**src/design/rrts_pkg.sv**
```systemverilog
// Package for the round-robin thread scheduler.
// Holds shared widths, codes, the controller state type and the command/status structs.
// No dependencies.
`timescale 1ns / 1ps
`default_nettype none
package rrts_pkg;

   localparam int unsigned MAX_THREADS = 16;
   localparam int unsigned ID_W = 4;
   localparam int unsigned CNT_W = 5;
   localparam logic [CNT_W-1:0] EMPTY_MARK = CNT_W'(MAX_THREADS);

   // Thread states.
   localparam logic [1:0] ST_FREE  = 2'd0;
   localparam logic [1:0] ST_READY = 2'd1;
   localparam logic [1:0] ST_SLEEP = 2'd2;
   localparam logic [1:0] ST_DEAD  = 2'd3;

   // Request types.
   localparam logic [2:0] REQ_CREATE = 3'd0;
   localparam logic [2:0] REQ_TICK   = 3'd1;
   localparam logic [2:0] REQ_YIELD  = 3'd2;
   localparam logic [2:0] REQ_EXIT   = 3'd3;
   localparam logic [2:0] REQ_JOIN   = 3'd4;
   localparam logic [2:0] REQ_CANCEL = 3'd5;

   // Result codes.
   localparam logic [1:0] RC_OK        = 2'd0;
   localparam logic [1:0] RC_NO_THREAD = 2'd1;
   localparam logic [1:0] RC_POOL_FULL = 2'd2;
   localparam logic [1:0] RC_FINISHED  = 2'd3;

   typedef enum logic [3:0] {
      S_IDLE,
      S_DECODE,
      S_JOIN,
      S_GIVEUP,
      S_WAKE_START,
      S_WAKE_CHECK,
      S_WAKE_LINK,
      S_WAKE_END,
      S_PICK,
      S_POP_CHK,
      S_RESP
   } ctrl_state_type;

   typedef enum logic [2:0] {
      SA_RUN,
      SA_TGT,
      SA_WALK,
      SA_RING,
      SA_ZERO,
      SA_NEW
   } addr_sel_type;

   typedef struct packed {
      logic         accept;
      addr_sel_type addr_sel;
      logic         st_wr;
      logic [1:0]   st_val;
      logic         push;
      logic         create;
      logic         t_load;
      logic         join_link;
      logic         w_load_first;
      logic         w_load_link;
      logic         wake_clear;
      logic         pop;
      logic         run_from_ring;
      logic         run_zero;
      logic         set_done;
      logic         code_wr;
      logic [1:0]   code_val;
   } cmd_type;

   typedef struct packed {
      logic [2:0] req;
      logic       tick_en;
      logic       all_done;
      logic       nf_full;
      logic       tgt_unknown;
      logic       tgt_is_run;
      logic [1:0] st;
      logic       ring_empty;
      logic       cur_zero;
      logic       w_valid;
      logic       w_is_last;
      logic       steps_done;
   } status_type;

endpackage
`default_nettype wire

```
**src/design/rrts_dp.sv**
```systemverilog
// Datapath of the thread scheduler: thread table, ready ring, join lists and result registers.
// Depends on rrts_pkg; driven by rrts_ctrl through cmd_type.
`timescale 1ns / 1ps
`default_nettype none
module rrts_dp (
   input  wire logic                 clock,
   input  wire logic                 reset,
   input  wire logic                 csr_valid,
   input  wire logic                 csr_timeslice_enable,
   input  wire logic [2:0]           req_type,
   input  wire logic [3:0]           req_target_id,
   input  wire rrts_pkg::cmd_type    cmd,
   output rrts_pkg::status_type      status,
   output logic [1:0]                rsp_result_code,
   output logic [3:0]                rsp_running_id,
   output logic [3:0]                rsp_new_id,
   output logic                      rsp_switched
);
   import rrts_pkg::*;

   logic [1:0]       thread_state_ff [MAX_THREADS];
   logic [1:0]       thread_state_in [MAX_THREADS];
   logic [CNT_W-1:0] first_ff [MAX_THREADS];
   logic [CNT_W-1:0] first_in [MAX_THREADS];
   logic [CNT_W-1:0] last_ff [MAX_THREADS];
   logic [CNT_W-1:0] last_in [MAX_THREADS];
   logic [ID_W-1:0]  ring_mem [MAX_THREADS];
   logic [CNT_W-1:0] link_mem [MAX_THREADS];

   logic [ID_W-1:0]  ring_rd_ff;
   logic [CNT_W-1:0] link_rd_ff;
   logic [ID_W-1:0]  head_ff, head_in, tail_ff, tail_in;
   logic [CNT_W-1:0] count_ff, count_in;
   logic [ID_W-1:0]  run_ff, run_in, prev_ff, prev_in, tgt_ff, tgt_in, nid_ff, nid_in;
   logic [2:0]       req_ff, req_in;
   logic [CNT_W-1:0] nf_ff, nf_in;
   logic [ID_W-1:0]  t_ff, t_in;
   logic [CNT_W-1:0] w_ff, w_in, steps_ff, steps_in;
   logic             done_ff, done_in, en_ff, en_in;
   logic [1:0]       code_ff, code_in;
   logic [ID_W-1:0]  addr;
   logic             do_push, link_wr;

   always_comb begin
      case (cmd.addr_sel)
         SA_RUN:  addr = run_ff;
         SA_TGT:  addr = tgt_ff;
         SA_WALK: addr = w_ff[ID_W-1:0];
         SA_RING: addr = ring_rd_ff;
         SA_ZERO: addr = '0;
         SA_NEW:  addr = nf_ff[ID_W-1:0];
         default: addr = '0;
      endcase
   end

   assign do_push = cmd.push && (count_ff < EMPTY_MARK);
   assign link_wr = cmd.join_link && (first_ff[t_ff] < EMPTY_MARK)
                    && (last_ff[t_ff] < EMPTY_MARK);

   always_comb begin
      thread_state_in = thread_state_ff;
      first_in = first_ff;
      last_in = last_ff;
      if (cmd.st_wr) begin
         thread_state_in[addr] = cmd.st_val;
      end
      if (cmd.create) begin
         first_in[addr] = EMPTY_MARK;
         last_in[addr] = EMPTY_MARK;
      end
      if (cmd.join_link) begin
         if (!link_wr) begin
            first_in[t_ff] = {1'b0, run_ff};
         end
         last_in[t_ff] = {1'b0, run_ff};
      end
      if (cmd.wake_clear) begin
         first_in[t_ff] = EMPTY_MARK;
         last_in[t_ff] = EMPTY_MARK;
      end
   end

   always_comb begin
      head_in = head_ff;
      tail_in = tail_ff;
      count_in = count_ff;
      if (do_push) begin
         tail_in = tail_ff + 1'b1;
         count_in = count_in + 1'b1;
      end
      if (cmd.pop) begin
         head_in = head_ff + 1'b1;
         count_in = count_in - 1'b1;
      end
      run_in = run_ff;
      if (cmd.run_from_ring) begin
         run_in = ring_rd_ff;
      end else if (cmd.run_zero) begin
         run_in = '0;
      end
      prev_in = cmd.accept ? run_ff : prev_ff;
      tgt_in = cmd.accept ? req_target_id : tgt_ff;
      req_in = cmd.accept ? req_type : req_ff;
      nid_in = nid_ff;
      if (cmd.accept) begin
         nid_in = '0;
      end else if (cmd.create) begin
         nid_in = nf_ff[ID_W-1:0];
      end
      nf_in = cmd.create ? nf_ff + 1'b1 : nf_ff;
      t_in = cmd.t_load ? addr : t_ff;
      w_in = w_ff;
      steps_in = steps_ff;
      if (cmd.w_load_first) begin
         w_in = first_ff[t_ff];
         steps_in = '0;
      end else if (cmd.w_load_link) begin
         w_in = link_rd_ff;
         steps_in = steps_ff + 1'b1;
      end
      done_in = done_ff | cmd.set_done;
      en_in = csr_valid ? csr_timeslice_enable : en_ff;
      code_in = code_ff;
      if (cmd.accept) begin
         code_in = RC_OK;
      end else if (cmd.code_wr) begin
         code_in = cmd.code_val;
      end
   end

   always_ff @(posedge clock) begin
      if (reset) begin
         for (int i = 0; i < MAX_THREADS; i++) begin
            thread_state_ff[i] <= (i == 0) ? ST_READY : ST_FREE;
            first_ff[i] <= EMPTY_MARK;
            last_ff[i] <= EMPTY_MARK;
         end
         head_ff <= '0;
         tail_ff <= '0;
         count_ff <= '0;
         run_ff <= '0;
         nf_ff <= CNT_W'(1);
         done_ff <= 1'b0;
         en_ff <= 1'b1;
      end else begin
         thread_state_ff <= thread_state_in;
         first_ff <= first_in;
         last_ff <= last_in;
         head_ff <= head_in;
         tail_ff <= tail_in;
         count_ff <= count_in;
         run_ff <= run_in;
         nf_ff <= nf_in;
         done_ff <= done_in;
         en_ff <= en_in;
      end
   end

   always_ff @(posedge clock) begin
      prev_ff <= prev_in;
      tgt_ff <= tgt_in;
      req_ff <= req_in;
      nid_ff <= nid_in;
      t_ff <= t_in;
      w_ff <= w_in;
      steps_ff <= steps_in;
      code_ff <= code_in;
   end

   // Ring and link memories: one write and one registered read per cycle.
   always_ff @(posedge clock) begin
      if (do_push) begin
         ring_mem[tail_ff] <= addr;
      end
      ring_rd_ff <= ring_mem[head_ff];
   end

   always_ff @(posedge clock) begin
      if (link_wr) begin
         link_mem[last_ff[t_ff][ID_W-1:0]] <= {1'b0, run_ff};
      end
      link_rd_ff <= link_mem[w_ff[ID_W-1:0]];
   end

   always_comb begin
      status.req = req_ff;
      status.tick_en = en_ff;
      status.all_done = done_ff;
      status.nf_full = (nf_ff >= EMPTY_MARK);
      status.tgt_unknown = ({1'b0, tgt_ff} >= nf_ff);
      status.tgt_is_run = (tgt_ff == run_ff);
      status.st = thread_state_ff[addr];
      status.ring_empty = (count_ff == '0);
      status.cur_zero = (run_ff == '0);
      status.w_valid = (w_ff < EMPTY_MARK);
      status.w_is_last = (w_ff == last_ff[t_ff]);
      status.steps_done = (steps_ff >= EMPTY_MARK);
   end

   assign rsp_result_code = code_ff;
   assign rsp_running_id = run_ff;
   assign rsp_new_id = nid_ff;
   assign rsp_switched = (run_ff != prev_ff);

endmodule
`default_nettype wire

```
**src/design/rrts_ctrl.sv**
```systemverilog
// Controller state machine of the thread scheduler.
// Depends on rrts_pkg; drives rrts_dp through cmd_type and reads status_type.
`timescale 1ns / 1ps
`default_nettype none
module rrts_ctrl (
   input  wire logic                 clock,
   input  wire logic                 reset,
   input  wire logic                 req_valid,
   output logic                      req_ready,
   output logic                      rsp_valid,
   input  wire logic                 rsp_ready,
   input  wire rrts_pkg::status_type status,
   output rrts_pkg::cmd_type         cmd
);
   import rrts_pkg::*;

   ctrl_state_type state_ff, state_in;
   logic           pick_after_ff, pick_after_in;

   always_ff @(posedge clock) begin
      if (reset) begin
         state_ff <= S_IDLE;
         pick_after_ff <= 1'b0;
      end else begin
         state_ff <= state_in;
         pick_after_ff <= pick_after_in;
      end
   end

   // Next state.
   always_comb begin
      state_in = state_ff;
      pick_after_in = pick_after_ff;
      case (state_ff)
         S_IDLE: begin
            if (req_valid) begin
               state_in = S_DECODE;
            end
         end
         S_DECODE: begin
            pick_after_in = 1'b0;
            state_in = S_RESP;
            if (!status.all_done) begin
               case (status.req)
                  REQ_TICK:  if (status.tick_en) state_in = S_GIVEUP;
                  REQ_YIELD, REQ_EXIT: state_in = S_GIVEUP;
                  REQ_JOIN: begin
                     if (!status.tgt_unknown && status.st != ST_DEAD) begin
                        state_in = S_JOIN;
                     end
                  end
                  REQ_CANCEL: begin
                     if (!status.tgt_unknown) begin
                        state_in = status.tgt_is_run ? S_GIVEUP : S_WAKE_START;
                     end
                  end
                  default: state_in = S_RESP;
               endcase
            end
         end
         S_JOIN: state_in = S_GIVEUP;
         S_GIVEUP: begin
            if (status.st == ST_DEAD) begin
               pick_after_in = 1'b1;
               state_in = S_WAKE_START;
            end else begin
               state_in = S_PICK;
            end
         end
         S_WAKE_START: state_in = S_WAKE_CHECK;
         S_WAKE_CHECK: begin
            if (!status.w_valid || status.steps_done || status.w_is_last) begin
               state_in = S_WAKE_END;
            end else begin
               state_in = S_WAKE_LINK;
            end
         end
         S_WAKE_LINK: state_in = S_WAKE_CHECK;
         S_WAKE_END: state_in = pick_after_ff ? S_PICK : S_RESP;
         S_PICK: state_in = status.ring_empty ? S_RESP : S_POP_CHK;
         S_POP_CHK: begin
            if (status.st != ST_DEAD && status.st != ST_FREE) begin
               state_in = S_RESP;
            end else begin
               state_in = S_PICK;
            end
         end
         S_RESP: begin
            if (rsp_ready) begin
               state_in = S_IDLE;
            end
         end
         default: state_in = S_IDLE;
      endcase
   end

   // Outputs.
   always_comb begin
      cmd = '0;
      cmd.addr_sel = SA_RUN;
      req_ready = 1'b0;
      rsp_valid = 1'b0;
      case (state_ff)
         S_IDLE: begin
            req_ready = 1'b1;
            cmd.accept = req_valid;
         end
         S_DECODE: begin
            if (status.all_done) begin
               cmd.code_wr = 1'b1;
               cmd.code_val = RC_FINISHED;
            end else begin
               case (status.req)
                  REQ_CREATE: begin
                     cmd.addr_sel = SA_NEW;
                     if (status.nf_full) begin
                        cmd.code_wr = 1'b1;
                        cmd.code_val = RC_POOL_FULL;
                     end else begin
                        cmd.st_wr = 1'b1;
                        cmd.st_val = ST_READY;
                        cmd.push = 1'b1;
                        cmd.create = 1'b1;
                     end
                  end
                  REQ_EXIT: begin
                     cmd.st_wr = 1'b1;
                     cmd.st_val = ST_DEAD;
                  end
                  REQ_JOIN: begin
                     cmd.addr_sel = SA_TGT;
                     cmd.t_load = 1'b1;
                     if (status.tgt_unknown) begin
                        cmd.code_wr = 1'b1;
                        cmd.code_val = RC_NO_THREAD;
                     end
                  end
                  REQ_CANCEL: begin
                     cmd.addr_sel = SA_TGT;
                     cmd.t_load = 1'b1;
                     if (status.tgt_unknown) begin
                        cmd.code_wr = 1'b1;
                        cmd.code_val = RC_NO_THREAD;
                     end else begin
                        cmd.st_wr = 1'b1;
                        cmd.st_val = ST_DEAD;
                     end
                  end
                  default: cmd.addr_sel = SA_RUN;
               endcase
            end
         end
         S_JOIN: begin
            cmd.st_wr = 1'b1;
            cmd.st_val = ST_SLEEP;
            cmd.join_link = 1'b1;
         end
         S_GIVEUP: begin
            if (status.st == ST_DEAD) begin
               cmd.t_load = 1'b1;
            end else if (status.st != ST_SLEEP) begin
               cmd.push = 1'b1;
            end
         end
         S_WAKE_START: cmd.w_load_first = 1'b1;
         S_WAKE_CHECK: begin
            cmd.addr_sel = SA_WALK;
            if (status.w_valid && !status.steps_done && status.st == ST_SLEEP) begin
               cmd.st_wr = 1'b1;
               cmd.st_val = ST_READY;
               cmd.push = 1'b1;
            end
         end
         S_WAKE_LINK: cmd.w_load_link = 1'b1;
         S_WAKE_END: cmd.wake_clear = 1'b1;
         S_PICK: begin
            cmd.addr_sel = SA_ZERO;
            if (status.ring_empty) begin
               cmd.run_zero = 1'b1;
               cmd.code_wr = 1'b1;
               if (status.cur_zero || status.st == ST_DEAD) begin
                  cmd.set_done = 1'b1;
                  cmd.code_val = RC_FINISHED;
               end else begin
                  cmd.st_wr = 1'b1;
                  cmd.st_val = ST_READY;
                  cmd.code_val = RC_OK;
               end
            end else begin
               cmd.pop = 1'b1;
            end
         end
         S_POP_CHK: begin
            cmd.addr_sel = SA_RING;
            if (status.st != ST_DEAD && status.st != ST_FREE) begin
               cmd.st_wr = 1'b1;
               cmd.st_val = ST_READY;
               cmd.run_from_ring = 1'b1;
            end
         end
         S_RESP: rsp_valid = 1'b1;
         default: cmd.addr_sel = SA_RUN;
      endcase
   end

endmodule
`default_nettype wire

```
**src/design/round_robin_thread_scheduler_top.sv**
```systemverilog
// Top level of the round-robin thread scheduler with join.
// Depends on rrts_pkg, rrts_ctrl and rrts_dp.
// A create or an event that only answers goes from accept through decode to its response; a
// yield also gives up the running thread and picks from the ring, skipping dead or free entries;
// a join also puts the caller to sleep, and an exit or cancel also walks the join list to wake joiners.
// Throughput: one event at a time; the next is accepted the cycle after the response beat.
// Reset (synchronous, active high) leaves main running, all other threads free, ticks enabled.
`timescale 1ns / 1ps
`default_nettype none
module round_robin_thread_scheduler_top (
   input  wire logic       clock,
   input  wire logic       reset,
   input  wire logic       csr_valid,
   output logic            csr_ready,
   input  wire logic       csr_timeslice_enable,
   input  wire logic       req_valid,
   output logic            req_ready,
   input  wire logic [2:0] req_type,
   input  wire logic [3:0] req_target_id,
   output logic            rsp_valid,
   input  wire logic       rsp_ready,
   output logic [1:0]      rsp_result_code,
   output logic [3:0]      rsp_running_id,
   output logic [3:0]      rsp_new_id,
   output logic            rsp_switched
);
   import rrts_pkg::*;

   cmd_type    cmd;
   status_type status;

   // The control register is always writable; the user must write only while idle (not enforced by the block).
   assign csr_ready = 1'b1;

   // The controller walks each event through decode and, as the event needs, give-up, join-list wake and ring pick.
   rrts_ctrl u_ctrl (
      .clock     (clock),
      .reset     (reset),
      .req_valid (req_valid),
      .req_ready (req_ready),
      .rsp_valid (rsp_valid),
      .rsp_ready (rsp_ready),
      .status    (status),
      .cmd       (cmd)
   );

   // The datapath holds thread states, the ready ring and the join lists.
   rrts_dp u_dp (
      .clock                (clock),
      .reset                (reset),
      .csr_valid            (csr_valid),
      .csr_timeslice_enable (csr_timeslice_enable),
      .req_type             (req_type),
      .req_target_id        (req_target_id),
      .cmd                  (cmd),
      .status               (status),
      .rsp_result_code      (rsp_result_code),
      .rsp_running_id       (rsp_running_id),
      .rsp_new_id           (rsp_new_id),
      .rsp_switched         (rsp_switched)
   );

endmodule
`default_nettype wire

```
**config.mk**
```make
export PLATFORM = sky130hd
export DESIGN_NAME = round_robin_thread_scheduler_top
export DESIGN_NICKNAME = d
export VERILOG_FILES = /design/src/design/rrts_pkg.sv /design/src/design/rrts_dp.sv /design/src/design/rrts_ctrl.sv /design/src/design/round_robin_thread_scheduler_top.sv
export SDC_FILE = /design/constraint.sdc
export NUM_CORES = 1
export LEC_CHECK = 0
export BUFFER_PORTS_ARGS = -buffer_cell sky130_fd_sc_hd__buf_2
export CORE_MARGIN = 10
export CORE_UTILIZATION = 59
export CTS_BUF_LIST = sky130_fd_sc_hd__clkbuf_2
export CTS_CLUSTER_DIAMETER = 200
export DETAILED_ROUTE_END_ITERATION = 8
export PLACE_DENSITY_LB_ADDON = 0.1
export SLEW_MARGIN = 30
export SYNTH_ARGS = -nofsm -noshare
export SYNTH_HDL_FRONTEND = slang
export SYNTH_SLANG_ARGS = --single-unit
```
**constraint.sdc**
```tcl
create_clock -name clock -period 4.55 [get_ports clock]
set_clock_uncertainty 0.15 [all_clocks]
set_input_delay 0.455 -clock clock [delete_from_list [all_inputs] [get_ports clock]]
set_output_delay 0.455 -clock clock [all_outputs]
set_load 0.01 [all_outputs]
```
== Word-level counts from Yosys, hierarchy flattened ==
Memories as Yosys holds them, arrays and structs flattened. A register that Yosys moved wholly into a read port is not among the register bits.
Cells that the tools add are included.
Storage, ports and cells
  bits in latches: 0
  logic and storage cells: 247
  register bits: 257
  RAM bits: 128
  input bits: 13
  memories: 2
  bits in read-only memories: 0
  output and inout bits: 14
Operators by class
  equal/unequal tests: 29
  shifts and indexed selects: 0
  $add $sub $neg: 6
  div/mod/pow operators: 0
  bitwise gates (word level): 13
  reductions and logical operators: 29
  muxes and demuxes: 91
  $mul: 0
  magnitude comparators: 11
Memory list
  u_dp.link_mem: words 16, bits a word 4, rd ports 1, clocked after Yosys merged registers in 1, wr ports 1, RTL line rrts_dp.sv:28  | logic [CNT_W-1:0] link_mem [MAX_THREADS];
  u_dp.ring_mem: words 16, bits a word 4, rd ports 1, clocked after Yosys merged registers in 1, wr ports 1, RTL line rrts_dp.sv:27  | logic [ID_W-1:0] ring_mem [MAX_THREADS];
Operators by type and width (number)
  80-bit 2-to-1 mux: 7
  64-bit AND: 4
  80-bit bitwise mux: 2
  64-bit NOT: 2
  16-bit OR: 4
  5-bit 2-to-1 mux: 12
  5-bit binary-select mux with 4-bit select: 2
  5-bit demux with 4-bit select: 2
  4-bit 2-to-1 mux: 10
  4-bit one-hot mux with 10 select lines: 1
  32-bit bitwise mux: 1
  3-bit 2-to-1 mux: 8
  1-bit 2-to-1 mux: 23
  5-bit greater-or-equal comparator, second input constant: 4
  5-bit less-than comparator, second input constant: 4
  4-bit one-hot mux with 5 select lines: 1
  2-bit 2-to-1 mux: 9
  3-bit one-hot mux with 2 select lines: 3
  4-bit by 3-bit == test with 1-bit output, second input constant: 4
  4-bit one-hot mux with 4 select lines: 1
  5-bit by 1-bit adder with 5-bit output, second input constant: 3
  3-bit one-hot mux with 5 select lines: 1
  3-bit by 2-bit == test with 1-bit output, second input constant: 4
  4-bit == test, second input constant: 3
  other kinds (32): 64

== Longest topological paths before layout ==
  word-level depth: 20
  gate-level depth with buffers: 23
  mapped depth without buffers: 20

== By module ==
A second synthesis with hierarchy kept.
Second synthesis, totals
  cells, all modules: 1505
  area total of the unflattened synthesis: 17770.8 um2
Modules (own cells, without submodules)
  rrts_dp: sequential area each 9148.8 um2, cells an instance 1388, instances 1, area each 16976.3 um2
  rrts_ctrl: sequential area each 100.1 um2, cells an instance 115, instances 1, area each 783.3 um2
  round_robin_thread_scheduler_top: sequential area each 0.0 um2, cells an instance 2, instances 1, area each 11.3 um2

== Worst setup path before layout ==
No wires, ideal clock.
  path kind: register to register
  start: reg u_ctrl.state_ff[2]
  end: mem u_dp.ring_mem[3][0], enable pin
  clock period less this slack: 4.411 ns
  library setup time: 0.361 ns
  path slack: 0.139 ns
  cell stages (with the launch flop): 19
  arrival time: 3.900 ns
  path buffers: 4
  path through: dfxtp_1 buf_6 or4b_4 buf_6 nor3_2 a21o_1 a221o_1 buf_4 mux2_1 nand2_1 o21ai_1 a221o_1 ha_1 nor2_1 nand2_1 a31oi_4 buf_2 nand2_1 nor3_1
On the way
  cells in the longest elaborated chain, start to end: 15
RTL lines
  start: declaration: RTL line rrts_ctrl.sv:17  | ctrl_state_type state_ff, state_in;
  start signal: assignment: RTL line rrts_ctrl.sv:25  | state_ff <= state_in;
  4-bit == test (tied with other cells): RTL line rrts_ctrl.sv:103  | case (state_ff)
  3-bit one-hot mux with 4 select lines (*): RTL line rrts_ctrl.sv:103
  3-bit == test (tied with other cells): RTL line rrts_dp.sv:45  | case (cmd.addr_sel)
  4-bit one-hot mux with 5 select lines (*): RTL line rrts_dp.sv:45
  via u_dp.addr[0]: RTL line rrts_dp.sv:41  | logic [ID_W-1:0] addr;
  4-bit NOT with 5-bit output (not written as such) (*): RTL line rrts_dp.sv:192  | status.st = thread_state_ff[addr];
  2-bit binary-select mux with 4-bit select (*): RTL line rrts_dp.sv:192
  2-bit 2-to-1 mux (not written as such) (*) (2 in a row): RTL line rrts_dp.sv:192
  2-bit inequality test / 2-bit == test (equally long branches): RTL line rrts_ctrl.sv:161, rrts_ctrl.sv:168
  1-bit 2-to-1 mux / 1-bit logical AND (equally long branches): RTL line rrts_ctrl.sv:161, rrts_ctrl.sv:168
  1-bit 2-to-1 mux / 4-bit 2-to-1 mux (equally long branches): RTL line rrts_ctrl.sv:159, rrts_ctrl.sv:168
  1-bit one-hot mux with 3 select lines (*): RTL line rrts_ctrl.sv:103
  1-bit logical AND (*): RTL line rrts_dp.sv:56  | assign do_push = cmd.push && (count_ff < EMPTY_MARK);
  1-bit 2-to-1 mux (*): RTL line rrts_dp.sv:172  | if (do_push) begin
  1-bit 2-to-1 mux (not written as such) (*): RTL line rrts_dp.sv:173  | ring_mem[tail_ff] <= addr;
  end: declaration: RTL line rrts_dp.sv:27
Mark *: on every way through the listed nets, which the timed path passes. The rest lies on a longest branch. The select of a mux whose other input is x is not followed.

== Final worst setup path ==
  start: reg u_ctrl.state_ff[3]
  end: reg u_dp.count_ff[3]
On the way
  cells in the longest elaborated chain, start to end: 16
RTL lines
  4-bit == test (tied with other cells): RTL line rrts_ctrl.sv:103
  3-bit one-hot mux with 4 select lines: RTL line rrts_ctrl.sv:103
  3-bit == test (tied with other cells): RTL line rrts_dp.sv:45
  4-bit one-hot mux with 5 select lines: RTL line rrts_dp.sv:45
  4-bit NOT with 5-bit output (not written as such): RTL line rrts_dp.sv:192
  2-bit binary-select mux with 4-bit select: RTL line rrts_dp.sv:192
  2-bit 2-to-1 mux (not written as such) (2 in a row): RTL line rrts_dp.sv:192
  2-bit inequality test / 2-bit == test (equally long branches): RTL line rrts_ctrl.sv:161, rrts_ctrl.sv:168
  1-bit 2-to-1 mux / 1-bit logical AND (equally long branches): RTL line rrts_ctrl.sv:161, rrts_ctrl.sv:168
  1-bit 2-to-1 mux / 4-bit 2-to-1 mux (equally long branches): RTL line rrts_ctrl.sv:159, rrts_ctrl.sv:168
  1-bit one-hot mux with 3 select lines: RTL line rrts_ctrl.sv:103
  1-bit logical AND: RTL line rrts_dp.sv:56
  5-bit 2-to-1 mux: RTL line rrts_dp.sv:87  | if (do_push) begin
  5-bit by 1-bit subtractor with 5-bit output: RTL line rrts_dp.sv:93  | count_in = count_in - 1'b1;
  5-bit 2-to-1 mux (*): RTL line rrts_dp.sv:91  | if (cmd.pop) begin
  end signal: assignment: RTL line rrts_dp.sv:151  | count_ff <= count_in;
  end: declaration: RTL line rrts_dp.sv:33  | logic [CNT_W-1:0] count_ff, count_in;
Mark *: on every way between the ends. The rest lies on a longest branch, timed or not. The select of a mux whose other input is x is not followed.
A chain may end at the register's enable or synchronous reset.

==> out/qor.yml <==
clock_network:
  clk_pin_slew_worst_paths_ns: 0.09
  clk_latency_ns: 1.05
  clock_sinks: 388
  clock-root-buffer: "clkbuf_2"
  cts_tree: "built"
  cts_buffer_depth: 3
  numCtsBuffers: 97
  cts_max_level: 3
global_routing:
  grt_max_degree: 61
  antenna_found_initial: 4
  busiest_layer: "met2"
  track_usage_pct: 27.1
  grt.met3_usage_pct: 6.14
  met1_usage_pct: 35.3
  grt_util_met2_pct: 43.7
  grt_pass1_wl_mm: 78.1
  grt-ovfl-total: 0
  grt_pass1_vias: 13800
setup_path:
  r2r_slack_ns: 0.16
  cp.arrival_ns: 5.09
  reg2reg_to: "u_dp.count_ff[3]$_SDFF_PP0_"
  path_delay_family: "compound AO/OA/AOI/OAI gates"
  crit_path_max_fanout: 6
  required_ns: 5.25
  crit_cells: 16
  cp-start-kind: "register"
  cp_cell_sequence: "or4b_4 -> o31ai_2 -> a221o_1 -> mux2_2 -> o32ai_1 -> a2111oi_4 -> ha_1 -> nor2_1 -> nand2_1 -> a31oi_4 -> buf_4 -> nand2_1 -> xnor2_2 -> nor4_2 -> xnor2_1 -> nor2_1"
  cp_slowest_cell: "or4b_4"
  crit_path_end_kind: "register"
  path_buf_inv: 1
  crit_path_max_incr_delay_ns: 0.60
  ff2ff_path_depth: 16
  reg2reg_from: "u_ctrl.state_ff[3]$_SDFFE_PP0P_"
  crit_type: "reg -> reg"
power_and_ir_drop:
  pwr-share-clk_pct: 29.3
  power_switching_mw: 2.83
  p_total_mw: 8.46
  p_comb_share_pct: 24.5
  swShare_pct: 33.5
  p_int_mw: 5.63
  powerDensity_mw_per_mm2: 429
  power.leakage_nw: 6.90
  seq_power_share_pct: 46.2
  ir_drop_v: 0.000296
finish:
  nets: 1808
  fin_cells: 2246
  post-route-util_pct: 66.7
  syn2layout_area_growth_pct: 11.9
  fin_area_mm2: 0.0197
  layout-drive-gt1-share_pct: 22.9
floorplanning:
  die_h_um: 193
  die_x_um: 193
  die_area_mm2: 0.0372
  ioPinCount: 27
  initial_core_util_pct: 59.6
  core_mm2: 0.0296
  std_cell_rows: 63
place:
  place_inst: 2044
  post-dp-hpwl_mm: 33.8
  dp_slack_ns: 0.125
  postPlaceCellArea_mm2: 0.0184
  place_congestion: 0.983
  io_buffers: 25
synth:
  synth-seq-cells: 388
  synth.most_common_cell: "dfxtp_1"
  async_flop_share_pct: 0
  synth-seq-area-share_pct: 52.5
  synth_cell_types: 75
  synth.area.top_cells: "dfxtp_1 (27%), edfxtp_1 (25%), mux4_2 (12%), a21oi_1 (4.4%), nand2_1 (4.1%)"
  synth_area_leader_cell: "dfxtp_1"
  syn_area_mm2: 0.0176
  synth_area_per_cell_um2: 10.7
  ys_warn_count: 0
  synth_nets: 1681
  synth_edf_count: 148
  synthCells: 1652
  synth_commonest_cells: "dfxtp_1 (240), nand2_1 (192), nor2_1 (164), a21oi_1 (154), edfxtp_1 (148)"
  netlist.area_leader.share_pct: 27.3
  synthFlopType: "dfxtp_1"
drt:
  drc_errors: 0
  via_per_inst: 6.32
  routedWlPerCell_um: 22.3
  routed_wl_mm: 50.0
  ant_nets: 0
  first_pass_iters: 6
  num_vias: 14200
  drt-initial-drc-count: 1460
timing:
  holdWs_ns: 0.0513
  maxSlewHeadroom_pct: 35.1
  slew_violations: 0
  finalHoldViolCount: 0
  period_needed_ns: 4.39
  post-route-period-util_pct: 96.4
  max_freq_mhz: 228
  setup_tns_ns: 0
  finalSetupViolations: 0
  worst_pin_slew_ns: 0.960
  setup_ws_ns: 0.162
  rsz0062_at_grt: "no"
outcome:
  status: "finished clean"
hold_path:
  hold_path.class: "in -> reg"
  hold_end: "u_dp.tgt_ff[0]$_DFFE_PP_"
  worstHoldStart: "req_target_id[0]"
  min_delay_path_depth: 2
run:
  maxCapViolations: 0
## repair_timing
item / 4_1_cts / 5_1_grt
hold buffers: 21 / 0
resized for setup: 0 / 27
endpoints found under the setup margin: 0 / 69
setup buffers: 0 / 4
endpoints found under the hold margin: 77 / 0
## registers in the layout, indices dropped and copies added (netlist names), 5 cells and up
name and count:
u_dp.first_ff 80, u_dp.nf_ff 5, u_dp.ring_mem 64, u_dp.thread_state_ff 32, u_dp.last_ff 80, u_dp.w_ff 5
u_dp.link_mem 64, u_dp.count_ff 5, u_dp.steps_ff 5
## layer usage
layer,part of all wire (%),up-vias
met5,0,-
met2,48,706
met4,2.7,0
li1,-,6428
met1,40,6948
met3,8.8,116
## cells by family (layout without fill, tap and decap cells)
group	after synthesis	count (layout)	share of synthesized area, %
and+or+nand+nor	628	628	16.8
AOI/OAI and AO/OA	361	361	12.3
adders and majority gates	16	16	1.14
xor gates and xnor gates	27	27	1.43
muxes	109	109	12.7
other	1	5	0.0213
DFF	388	388	52.5
buffers and inverters	122	322	3.15
## power groups by stage
stage	clock network (mW)	logic [mW]	registers (mW)
after detailed placement	0	1.92	3.98
final	2.48	2.07	3.91
after floorplan	0	1.26	3.94
after global placement	0	1.90	3.98
after CTS	2.53	1.95	3.91
after global routing	2.72	2.22	3.92
## cells in the final DEF (no fill, tap or decap), drive strengths merged, types with 21 or more instances in the layout
| master | Yosys | routed |
|---|---|---|
| nand3 | 139 | 139 |
| a31oi | 39 | 39 |
| nor2 | 167 | 167 |
| dlygate4sd3 | 0 | 21 |
| buf | 40 | 114 |
| o21ai | 78 | 78 |
| clkinv | 0 | 23 |
| nor3 | 30 | 30 |
| a21oi | 154 | 154 |
| nand2b | 21 | 21 |
| mux4 | 90 | 90 |
| a21o | 21 | 21 |
| dfxtp | 240 | 240 |
| edfxtp | 148 | 148 |
| clkbuf | 67 | 144 |
| nand2 | 194 | 194 |
| a22oi | 37 | 37 |
## layout make-up
cell class,instances,area (µm²)
timing repair buffer,135,1040
inverter,15,56.3
clock inverter,28,224
clock buffer,144,721
multi-input combinational,1142,7910
antenna,4,10.0
tap,390,488
sequential,388,9260
fill,2361,9860
## worst max-delay path by stage
| stage | end | slack [ns] | startpoint |
|---|---|---|---|
| global placement | u_dp.count_ff[4]$_SDFF_PP0_ | 0.24 | u_ctrl.state_ff[3]$_SDFFE_PP0P_ |
| detailed placement | u_dp.ring_mem[5][2]$_DFFE_PP_ | 0.12 | u_ctrl.state_ff[3]$_SDFFE_PP0P_ |
| finish | u_dp.count_ff[3]$_SDFF_PP0_ | 0.16 | u_ctrl.state_ff[3]$_SDFFE_PP0P_ |
| CTS | u_ctrl.state_ff[1]$_SDFFE_PP0P_ | 0.05 | u_ctrl.state_ff[3]$_SDFFE_PP0P_ |
| global route | u_dp.count_ff[3]$_SDFF_PP0_ | 0.008 | u_ctrl.state_ff[3]$_SDFFE_PP0P_ |
| floorplan | u_dp.ring_mem[3][0]$_DFFE_PP_ | 0.14 | u_ctrl.state_ff[2]$_SDFFE_PP0P_ |
Note: power is estimated with default switching activity, not from simulation.
